**src/pcsq_pkg.sv**
```systemverilog
// Shared types, codes and constants of the priority class service queue.
`default_nettype none
package pcsq_pkg;

    // Default number of queue slots.
    localparam int QUEUE_DEPTH = 32;

    // Field widths.
    localparam int GROUP_W  = 8;
    localparam int TICKET_W = 16;
    localparam int DESK_W   = 4;
    localparam int CFG_INDEX_W = 2;
    localparam int CFG_DATA_W  = 8;

    // Reset values of the configuration registers.
    localparam logic [GROUP_W-1:0] PRIO_GROUP_RESET = 8'd80;  // ASCII 'P'
    localparam logic [DESK_W-1:0]  PRIO_DESK_RESET  = 4'd1;
    localparam logic [TICKET_W-1:0] TICKET_RESET    = 16'd1;

    // Configuration register indexes.
    localparam logic [CFG_INDEX_W-1:0] CFG_PRIO_GROUP = 2'd0;
    localparam logic [CFG_INDEX_W-1:0] CFG_PRIO_DESK  = 2'd1;

    // Input item modes.
    localparam logic MODE_INSERT = 1'b0;
    localparam logic MODE_CALL   = 1'b1;

    typedef enum logic [1:0] {
        STATUS_OK    = 2'd0,
        STATUS_EMPTY = 2'd1,
        STATUS_FULL  = 2'd2
    } status_t;

    typedef enum logic [2:0] {
        ST_IDLE,
        ST_SCAN,
        ST_FETCH,
        ST_SHIFT,
        ST_REPLY
    } state_t;

    // One stored queue entry.
    typedef struct packed {
        logic [GROUP_W-1:0]  group;
        logic [TICKET_W-1:0] ticket;
    } slot_t;

    // Configuration seen by the sequencer.
    typedef struct packed {
        logic [GROUP_W-1:0] prio_group;
        logic [DESK_W-1:0]  prio_desk;
    } cfg_t;

    // One result beat.
    typedef struct packed {
        status_t             status;
        logic [GROUP_W-1:0]  group;
        logic [TICKET_W-1:0] ticket;
        logic [DESK_W-1:0]   desk;
        logic                now_empty;
    } res_t;

endpackage
`default_nettype wire

```
**src/pcsq_mem.sv**
```systemverilog
// Slot memory: one write port and one registered read port.
`default_nettype none
module pcsq_mem #(
    parameter int QUEUE_DEPTH = pcsq_pkg::QUEUE_DEPTH,
    localparam int ADDR_W = $clog2(QUEUE_DEPTH)
) (
    input  wire logic                clk,
    input  wire logic                we,
    input  wire logic [ADDR_W-1:0]   waddr,
    input  wire pcsq_pkg::slot_t     wdata,
    input  wire logic                re,
    input  wire logic [ADDR_W-1:0]   raddr,
    output pcsq_pkg::slot_t          rdata
);

    pcsq_pkg::slot_t mem [QUEUE_DEPTH];

    // Write port.
    always_ff @(posedge clk)
    begin
        if (we)
        begin
            mem[waddr] <= wdata;
        end
    end

    // Registered read port.
    always_ff @(posedge clk)
    begin
        if (re)
        begin
            rdata <= mem[raddr];
        end
    end

endmodule
`default_nettype wire

```
**src/pcsq_ctrl.sv**
```systemverilog
// Sequencer: insert, priority scan and queue compaction over the slot memory.
`default_nettype none
module pcsq_ctrl #(
    parameter int QUEUE_DEPTH = pcsq_pkg::QUEUE_DEPTH,
    localparam int ADDR_W = $clog2(QUEUE_DEPTH),
    localparam int CNT_W  = $clog2(QUEUE_DEPTH + 1)
) (
    input  wire logic                            clk,
    input  wire logic                            rst_n,
    input  wire pcsq_pkg::cfg_t                  cfg,
    input  wire logic                            in_valid,
    output logic                                 in_stall,
    input  wire logic                            mode,
    input  wire logic [pcsq_pkg::GROUP_W-1:0]    group_code,
    input  wire logic [pcsq_pkg::DESK_W-1:0]     desk,
    output logic                                 res_valid,
    input  wire logic                            res_ready,
    output pcsq_pkg::res_t                       res,
    output logic                                 mem_we,
    output logic [ADDR_W-1:0]                    mem_waddr,
    output pcsq_pkg::slot_t                      mem_wdata,
    output logic                                 mem_re,
    output logic [ADDR_W-1:0]                    mem_raddr,
    input  wire pcsq_pkg::slot_t                 mem_rdata
);

    pcsq_pkg::state_t state_reg, state_next;
    logic [CNT_W-1:0]  occ_reg, occ_next;
    logic [pcsq_pkg::TICKET_W-1:0] tkt_reg, tkt_next;
    logic [ADDR_W-1:0] idx_reg, idx_next;
    pcsq_pkg::slot_t   hit_reg, hit_next;
    logic [pcsq_pkg::DESK_W-1:0] desk_reg, desk_next;
    pcsq_pkg::res_t    res_reg, res_next;

    logic accept;
    logic is_full;
    logic is_empty;
    logic is_last;
    logic group_match;

    // Compare logic: accept, full and empty tests, end-of-queue test and scan hit.
    assign accept      = in_valid && (state_reg == pcsq_pkg::ST_IDLE);
    assign is_full     = (occ_reg == CNT_W'(QUEUE_DEPTH));
    assign is_empty    = (occ_reg == '0);
    assign is_last     = ((CNT_W'(idx_reg) + CNT_W'(1)) == occ_reg);
    assign group_match = (mem_rdata.group == cfg.prio_group);

    assign in_stall  = (state_reg != pcsq_pkg::ST_IDLE);
    assign res_valid = (state_reg == pcsq_pkg::ST_REPLY);
    assign res       = res_reg;

    // Next state.
    always_comb
    begin
        state_next = state_reg;
        case (state_reg)
            pcsq_pkg::ST_IDLE:
            begin
                if (accept)
                begin
                    if (mode == pcsq_pkg::MODE_INSERT || is_empty)
                    begin
                        state_next = pcsq_pkg::ST_REPLY;
                    end
                    else if (desk == cfg.prio_desk)
                    begin
                        state_next = pcsq_pkg::ST_SCAN;
                    end
                    else
                    begin
                        state_next = pcsq_pkg::ST_FETCH;
                    end
                end
            end
            pcsq_pkg::ST_SCAN:
            begin
                if (group_match)
                begin
                    state_next = pcsq_pkg::ST_SHIFT;
                end
                else if (is_last)
                begin
                    state_next = pcsq_pkg::ST_FETCH;
                end
            end
            pcsq_pkg::ST_FETCH:
            begin
                state_next = pcsq_pkg::ST_SHIFT;
            end
            pcsq_pkg::ST_SHIFT:
            begin
                if (is_last)
                begin
                    state_next = pcsq_pkg::ST_REPLY;
                end
            end
            pcsq_pkg::ST_REPLY:
            begin
                if (res_ready)
                begin
                    state_next = pcsq_pkg::ST_IDLE;
                end
            end
            default:
            begin
                state_next = pcsq_pkg::ST_IDLE;
            end
        endcase
    end

    // Datapath and memory control.
    always_comb
    begin
        occ_next  = occ_reg;
        tkt_next  = tkt_reg;
        idx_next  = idx_reg;
        hit_next  = hit_reg;
        desk_next = desk_reg;
        res_next  = res_reg;
        mem_we    = 1'b0;
        mem_waddr = idx_reg;
        mem_wdata = mem_rdata;
        mem_re    = 1'b0;
        mem_raddr = '0;
        case (state_reg)
            pcsq_pkg::ST_IDLE:
            begin
                if (accept)
                begin
                    desk_next = desk;
                    idx_next  = '0;
                    if (mode == pcsq_pkg::MODE_INSERT)
                    begin
                        if (is_full)
                        begin
                            res_next.status    = pcsq_pkg::STATUS_FULL;
                            res_next.group     = '0;
                            res_next.ticket    = '0;
                            res_next.desk      = '0;
                            res_next.now_empty = is_empty;
                        end
                        else
                        begin
                            // Append at the tail and issue the next ticket.
                            mem_we           = 1'b1;
                            mem_waddr        = occ_reg[ADDR_W-1:0];
                            mem_wdata.group  = group_code;
                            mem_wdata.ticket = tkt_reg;
                            occ_next         = occ_reg + CNT_W'(1);
                            tkt_next         = tkt_reg + pcsq_pkg::TICKET_W'(1);
                            res_next.status    = pcsq_pkg::STATUS_OK;
                            res_next.group     = '0;
                            res_next.ticket    = tkt_reg;
                            res_next.desk      = '0;
                            res_next.now_empty = 1'b0;
                        end
                    end
                    else if (is_empty)
                    begin
                        res_next.status    = pcsq_pkg::STATUS_EMPTY;
                        res_next.group     = '0;
                        res_next.ticket    = '0;
                        res_next.desk      = desk;
                        res_next.now_empty = 1'b1;
                    end
                    else
                    begin
                        // Fetch the head; the scan or the plain pick starts there.
                        mem_re    = 1'b1;
                        mem_raddr = '0;
                    end
                end
            end
            pcsq_pkg::ST_SCAN:
            begin
                if (group_match)
                begin
                    hit_next  = mem_rdata;
                    mem_re    = 1'b1;
                    mem_raddr = idx_reg + ADDR_W'(1);
                end
                else if (is_last)
                begin
                    // No priority entry: fall back to the head.
                    idx_next  = '0;
                    mem_re    = 1'b1;
                    mem_raddr = '0;
                end
                else
                begin
                    idx_next  = idx_reg + ADDR_W'(1);
                    mem_re    = 1'b1;
                    mem_raddr = idx_reg + ADDR_W'(1);
                end
            end
            pcsq_pkg::ST_FETCH:
            begin
                hit_next  = mem_rdata;
                idx_next  = '0;
                mem_re    = 1'b1;
                mem_raddr = ADDR_W'(1);
            end
            pcsq_pkg::ST_SHIFT:
            begin
                if (!is_last)
                begin
                    // Move the next entry down one slot, prefetch the one after.
                    mem_we    = 1'b1;
                    mem_waddr = idx_reg;
                    mem_wdata = mem_rdata;
                    mem_re    = 1'b1;
                    mem_raddr = idx_reg + ADDR_W'(2);
                    idx_next  = idx_reg + ADDR_W'(1);
                end
                else
                begin
                    occ_next           = occ_reg - CNT_W'(1);
                    res_next.status    = pcsq_pkg::STATUS_OK;
                    res_next.group     = hit_reg.group;
                    res_next.ticket    = hit_reg.ticket;
                    res_next.desk      = desk_reg;
                    res_next.now_empty = (occ_reg == CNT_W'(1));
                end
            end
            default:
            begin
            end
        endcase
    end

    // Control registers.
    always_ff @(posedge clk or negedge rst_n)
    begin
        if (!rst_n)
        begin
            state_reg <= pcsq_pkg::ST_IDLE;
            occ_reg   <= '0;
            tkt_reg   <= pcsq_pkg::TICKET_RESET;
        end
        else
        begin
            state_reg <= state_next;
            occ_reg   <= occ_next;
            tkt_reg   <= tkt_next;
        end
    end

    // Payload registers.
    always_ff @(posedge clk)
    begin
        idx_reg  <= idx_next;
        hit_reg  <= hit_next;
        desk_reg <= desk_next;
        res_reg  <= res_next;
    end

    // The fill count never passes the queue depth.
    a_occ_bound: assert property (@(posedge clk) disable iff (!rst_n)
        occ_reg <= CNT_W'(QUEUE_DEPTH))
        else $error("occupancy above queue depth");

    // Compaction writes stay inside the filled part of the queue.
    a_shift_range: assert property (@(posedge clk) disable iff (!rst_n)
        (mem_we && state_reg == pcsq_pkg::ST_SHIFT) |->
        ((CNT_W'(idx_reg) + CNT_W'(1)) < occ_reg))
        else $error("compaction write beyond the tail");

    // An accepted insert into a non-full queue grows it by one.
    a_insert_grow: assert property (@(posedge clk) disable iff (!rst_n)
        (accept && mode == pcsq_pkg::MODE_INSERT && !is_full) |=>
        (occ_reg == $past(occ_reg) + CNT_W'(1)))
        else $error("insert did not grow the queue");

    // A pending result is held until the output side takes it.
    a_res_hold: assert property (@(posedge clk) disable iff (!rst_n)
        (res_valid && !res_ready) |=> (res_valid && $stable(res_reg)))
        else $error("pending result dropped or changed");

endmodule
`default_nettype wire

```
**src/priority_class_service_queue_unit.sv**
```systemverilog
// Top level of the priority class service queue: configuration, core and output register.
//
// A queue of waiting entries in arrival order, each with a group code and a
// 16-bit ticket issued here (starting at 1, wrapping to 0). An insert appends
// at the tail and goes straight to the result, as does a call on an empty queue.
// A call is served from the head, or at the priority desk from the first entry
// of the priority group, and the queue behind it is then compacted; a priority
// desk call that finds no priority entry scans the whole queue and then
// compacts it from the head. The slot memory gives one read and one write per
// cycle, which drive both the priority scan and the compaction that closes the
// gap left by the served entry. Results go to an output register, so the next
// item is accepted while a result beat still waits on out_stall.
`default_nettype none
module priority_class_service_queue_unit #(
    parameter int QUEUE_DEPTH = pcsq_pkg::QUEUE_DEPTH
) (
    input  wire logic                                 clk,
    input  wire logic                                 rst_n,
    input  wire logic                                 cfg_we,
    input  wire logic [pcsq_pkg::CFG_INDEX_W-1:0]     cfg_index,
    input  wire logic [pcsq_pkg::CFG_DATA_W-1:0]      cfg_data,
    input  wire logic                                 in_valid,
    output logic                                      in_stall,
    input  wire logic                                 mode,
    input  wire logic [pcsq_pkg::GROUP_W-1:0]         group_code,
    input  wire logic [pcsq_pkg::DESK_W-1:0]          desk,
    output logic                                      out_valid,
    input  wire logic                                 out_stall,
    output logic [1:0]                                status,
    output logic [pcsq_pkg::GROUP_W-1:0]              entry_group,
    output logic [pcsq_pkg::TICKET_W-1:0]             ticket,
    output logic [pcsq_pkg::DESK_W-1:0]               serving_desk,
    output logic                                      now_empty
);

    localparam int ADDR_W = $clog2(QUEUE_DEPTH);

    pcsq_pkg::cfg_t  cfg_reg, cfg_next;
    pcsq_pkg::res_t  out_res_reg;
    logic            out_valid_reg, out_valid_next;

    pcsq_pkg::res_t  res;
    logic            res_valid;
    logic            res_ready;

    logic              mem_we;
    logic [ADDR_W-1:0] mem_waddr;
    pcsq_pkg::slot_t   mem_wdata;
    logic              mem_re;
    logic [ADDR_W-1:0] mem_raddr;
    pcsq_pkg::slot_t   mem_rdata;

    // Configuration register writes; unknown indexes are ignored.
    always_comb
    begin
        cfg_next = cfg_reg;
        if (cfg_we)
        begin
            case (cfg_index)
                pcsq_pkg::CFG_PRIO_GROUP:
                begin
                    cfg_next.prio_group = cfg_data[pcsq_pkg::GROUP_W-1:0];
                end
                pcsq_pkg::CFG_PRIO_DESK:
                begin
                    cfg_next.prio_desk = cfg_data[pcsq_pkg::DESK_W-1:0];
                end
                default:
                begin
                end
            endcase
        end
    end

    always_ff @(posedge clk or negedge rst_n)
    begin
        if (!rst_n)
        begin
            cfg_reg.prio_group <= pcsq_pkg::PRIO_GROUP_RESET;
            cfg_reg.prio_desk  <= pcsq_pkg::PRIO_DESK_RESET;
        end
        else
        begin
            cfg_reg <= cfg_next;
        end
    end

    // Output register: loads a result beat when empty or being drained.
    assign res_ready = !out_valid_reg || !out_stall;

    always_comb
    begin
        out_valid_next = out_valid_reg;
        if (res_valid && res_ready)
        begin
            out_valid_next = 1'b1;
        end
        else if (!out_stall)
        begin
            out_valid_next = 1'b0;
        end
    end

    always_ff @(posedge clk or negedge rst_n)
    begin
        if (!rst_n)
        begin
            out_valid_reg <= 1'b0;
        end
        else
        begin
            out_valid_reg <= out_valid_next;
        end
    end

    always_ff @(posedge clk)
    begin
        if (res_valid && res_ready)
        begin
            out_res_reg <= res;
        end
    end

    assign out_valid    = out_valid_reg;
    assign status       = out_res_reg.status;
    assign entry_group  = out_res_reg.group;
    assign ticket       = out_res_reg.ticket;
    assign serving_desk = out_res_reg.desk;
    assign now_empty    = out_res_reg.now_empty;

    // Sequencer.
    pcsq_ctrl #(
        .QUEUE_DEPTH(QUEUE_DEPTH)
    ) u_ctrl (
        .clk        (clk),
        .rst_n      (rst_n),
        .cfg        (cfg_reg),
        .in_valid   (in_valid),
        .in_stall   (in_stall),
        .mode       (mode),
        .group_code (group_code),
        .desk       (desk),
        .res_valid  (res_valid),
        .res_ready  (res_ready),
        .res        (res),
        .mem_we     (mem_we),
        .mem_waddr  (mem_waddr),
        .mem_wdata  (mem_wdata),
        .mem_re     (mem_re),
        .mem_raddr  (mem_raddr),
        .mem_rdata  (mem_rdata)
    );

    // Slot memory.
    pcsq_mem #(
        .QUEUE_DEPTH(QUEUE_DEPTH)
    ) u_mem (
        .clk   (clk),
        .we    (mem_we),
        .waddr (mem_waddr),
        .wdata (mem_wdata),
        .re    (mem_re),
        .raddr (mem_raddr),
        .rdata (mem_rdata)
    );

endmodule
`default_nettype wire
```
**config.mk**
```make
export PLATFORM = sky130hd
export DESIGN_NAME = priority_class_service_queue_unit
export DESIGN_NICKNAME = d
export VERILOG_FILES = /design/src/pcsq_pkg.sv /design/src/pcsq_mem.sv /design/src/pcsq_ctrl.sv /design/src/priority_class_service_queue_unit.sv
export SDC_FILE = /design/constraint.sdc
export NUM_CORES = 1
export LEC_CHECK = 0
export ABC_CLOCK_PERIOD_IN_PS = 4900
export BUFFER_PORTS_ARGS = -buffer_cell sky130_fd_sc_hd__buf_2
export CAP_MARGIN = 15
export CORE_MARGIN = 1
export CORE_UTILIZATION = 45
export DETAILED_ROUTE_END_ITERATION = 12
export PLACE_DENSITY_LB_ADDON = 0.2
export SETUP_SLACK_MARGIN = 0.5
export SKIP_CTS_REPAIR_TIMING = 1
export SYNTH_ARGS = -nofsm -noshare
export SYNTH_HDL_FRONTEND = slang
export SYNTH_SLANG_ARGS = --single-unit
```
**constraint.sdc**
```tcl
create_clock -name clk -period 4.9 [get_ports clk]
set_clock_uncertainty 0.2 [all_clocks]
set_input_delay 0.245 -clock clk [delete_from_list [all_inputs] [get_ports clk]]
set_output_delay 0.245 -clock clk [all_outputs]
set_load 0.02 [all_outputs]
```
==> Flow_metrics.wiki <==
{| class="wikitable"
! Metric !! Value
|-
| Outcome || complete, no violations
|-
| Register area share after synthesis || 0.759
|-
| DIE HEIGHT || about 290 µm
|-
| Buffers on Ports || 60
|-
| Die Outline Area || 82,000 µm²
|-
| Maximum clock frequency || 234 MHz
|-
| Leakage dissipation || ~15 nW
|-
| Max Transition Viols Final || 0
|-
| Drt first-iter violations || a little over 2,000
|-
| Layout Cells excl Fill || ~3,800
|-
| Number of flops mapped to enable cells by yosys || 887
|-
| Vias per std cell || 5.76
|-
| Total Wirelength || slightly above 90,000 µm
|-
| Synth Area per Inst || around 15 µm²
|-
| Flop-to-flop setup slack || about 630 ps
|-
| Hpwl dp || 54,800 µm
|-
| Type of the worst setup path || reg -> reg
|-
| Required time reported for the critical path endpoint || between 5000 and 6000 ps
|-
| Netlist Area Pre-Place || 36,400 µm²
|-
| Share of synthesized flip-flops with an asynchronous set or reset || 0.0411
|-
| Initial standard-cell utilization of the core || 0.457
|-
| Pin count of the biggest net entering global routing || around 120
|-
| Clock buffer count from CTS || 95
|-
| Drt drc || 0
|-
| Clock tree from TritonCTS || yes
|-
| Combined flip-flop and latch cell area || 27,600 µm²
|-
| Mapped Cells || 2,482
|-
| Top_reg_cell synth || sky130_fd_sc_hd__edfxtp_1
|-
| RePlAce Congestion || around 0.84
|-
| Number of nets in the final layout || about 2,700
|-
| # rows || about 100
|-
| GRT Overall Usage || 0.223
|-
| Ant diodes || 0
|-
| Unique cell type count in the Yosys netlist || between 60 and 70
|-
| Worst IR Drop VDD || a little under 0.0006 V
|-
| Global-route wire length before repair || 135,000 µm
|-
| Number of register bits inferred by synthesis || between 900 and 1,000
|-
| Number of flip-flops in the largest register || between 700 and 800
|-
| Number of placed I/O pins || 61
|-
| Finish-stage setup viols || 0
|-
| Power density cells || 691 nW/µm²
|-
| Relative slew slack || 0.215
|-
| Dpl cells || ~3,600
|-
| DP Area || around 39,000 µm²
|-
| Via count of the first global-routing pass || between 20,000 and 25,000
|-
| Fill cell count || ~6,400
|-
| Layout cells sized above 1 || 0.145
|-
| Synth top area cells || sky130_fd_sc_hd__edfxtp_1 73%, sky130_fd_sc_hd__nand2_1 5.6%, sky130_fd_sc_hd__mux2i_1 3.7%
|-
| Maximum capacitance violations || 0
|-
| WL per Instance || about 24 µm
|-
| Pre-CTS worst setup slack || between 200 and 250 ps
|-
| Leading cell type in the layout, fill and taps excluded || sky130_fd_sc_hd__edfxtp_1
|-
| GR Overflow Total || 0
|-
| Category of the worst setup path capture point || register
|-
| Crit path launch type || register
|-
| H-Tree Level Count || 3
|-
| Net count after synthesis || 2,516
|-
| Antenna violations before repair || 1
|-
| Clock-pin transition on the worst setup and hold timing paths || approximately 60 ps
|-
| Transition time at the pin with the least slew margin || approximately 1200 ps
|-
| Clock insertion delay at the later pin of the skew report || roughly 660 ps
|-
| Critical path peak fanout || 35
|-
| Placeable core region || roughly 80,000 µm²
|-
| Number of sinks driven by the clock tree || between 900 and 1,000
|-
| Final hold violation count || 0
|-
| Number of vias after detailed routing || 21,749
|-
| Relative area change from synthesis to final layout || 15.8%
|-
| Final sum of negative setup slack || 0 ps
|-
| Routed Antenna Nets || 0
|-
| Setup slack after layout || 629 ps
|-
| First-pass detailed-route iteration total || 7
|-
| Clock period minus final worst setup slack || 4270 ps
|-
| CTS Buffer Depth || 3
|-
| Worst r2r src || u_mem.rdata[23]
|-
| Fin area || roughly 42,000 µm²
|-
| Critical R2R Capture || u_mem.rdata[22]
|-
| YS warnings || 0
|-
| Share of the clock period used by the worst path after layout || 0.872
|-
| Multi-input combinational cell area || between 8000 and 9000 µm²
|-
| Critical path arrival || approximately 4400 ps
|-
| Unrepaired setup endpoints after global routing || false
|-
| Clock Root Buffer || sky130_fd_sc_hd__clkbuf_16
|-
| Cell type with the largest total area after synthesis || sky130_fd_sc_hd__edfxtp_1
|-
| Share of Yosys cell area claimed by the top area cell type || 0.732
|-
| Crit path launch || u_mem.rdata[23]
|-
| Floorplan die width || roughly 290 µm
|-
| Worst hold path type || in -> async
|-
| Most frequent cells in the layout || 887 x sky130_fd_sc_hd__edfxtp_1, 543 x sky130_fd_sc_hd__nand2_1, 136 x sky130_fd_sc_hd__mux2i_1
|-
| Count of cells along the worst register-to-register path || 9
|}
[through the flow]
step,power [mW],hold WS [ps],utilization
after floorplan,17.3,-251,-
after global placement,21.4,203,0.485
after detailed placement,21.6,205,0.485
after CTS,29.1,-476,0.525
after global routing,30.4,91.0,0.530
final,29.1,57.0,0.530
[cell type report]
| cell class | instances | area share |
|---|---|---|
| repair buffers | 212 | 0.0393 |
| multi-input cells | 1408 | 0.197 |
| well taps | 1050 | 0.0312 |
| flip-flops and latches | 925 | 0.655 |
| inverters | 6 | 0.000535 |
| clock buffers | 119 | 0.0596 |
| clock inverters | 57 | 0.0173 |
[logic make-up (layout without fill, tap and decap cells)]
group	after synthesis	count (layout)	synth area share
compound gates	369	369	0.0685
xor+xnor	42	42	0.0105
fa+ha+maj	6	6	0.00206
buf+inv	149	394	0.0186
flops	925	925	0.759
mux	148	148	0.0411
simple gates	843	843	0.101
[power by group]
part | internal [mW] | switching, mW | total, mW
Combinational | 3.21 | 7.25 | 10.5
Sequential | 10.7 | 0.487 | 11.2
Clock | 4.48 | 2.98 | 7.46
[routing by layer]
layer | up-vias | GRT usage | share of wire
li1 | 9760 | - | -
met1 | 10937 | 0.312 | 0.43
met2 | 900 | 0.351 | 0.46
met3 | 152 | 0.0424 | 0.084
met4 | 0 | 0.0745 | 0.026
met5 | - | 0 | 0
[how the worst max path moves through the flow]
stage / end / cells past startpoint
2_1_floorplan: u_mem.rdata[0] / 8
3_3_place_gp: u_mem.rdata[2] / 11
3_5_place_dp: u_mem.rdata[2] / 11
4_1_cts: u_mem.rdata[2] / 11
5_1_grt: u_mem.rdata[2] / 12
6_report: u_mem.rdata[22] / 9
[cell usage after synthesis, drive strengths merged, types with 2 or more instances]
cell type	n
clkbuf	80
nand2	547
mux2i	136
nor3b	2
or2	3
a2111oi	2
a21oi	91
a22o	16
edfxtp	887
o21ai	13
and2	5
ha	6
nand3	112
a22oi	2
dfrtp	34
nand2b	4
a32oi	48
and3	44
nor2b	3
xnor2	29
xor2	13
o21a	2
a21boi	3
nor3	13
o211ai	4
nand3b	6
o22ai	43
dfstp	4
o32a	2
a311oi	2
inv	6
nand4	13
a31oi	74
mux2	12
o31ai	2
a21o	2
or3	3
nor4	25
buf	63
nor2	60
a211oi	54
[critical path, cell delays in order (launching register included)]
cell and delay (ps):
sky130_fd_sc_hd__edfxtp_1 570, sky130_fd_sc_hd__xnor2_1 210, sky130_fd_sc_hd__nand4_1 420, sky130_fd_sc_hd__nor2_2 490, sky130_fd_sc_hd__nand3b_1 260, sky130_fd_sc_hd__a21oi_4 590
sky130_fd_sc_hd__buf_6 430, sky130_fd_sc_hd__a311oi_1 240, sky130_fd_sc_hd__a22oi_1 310, sky130_fd_sc_hd__nand3_1 210
Power figures use the tool's default switching activity.
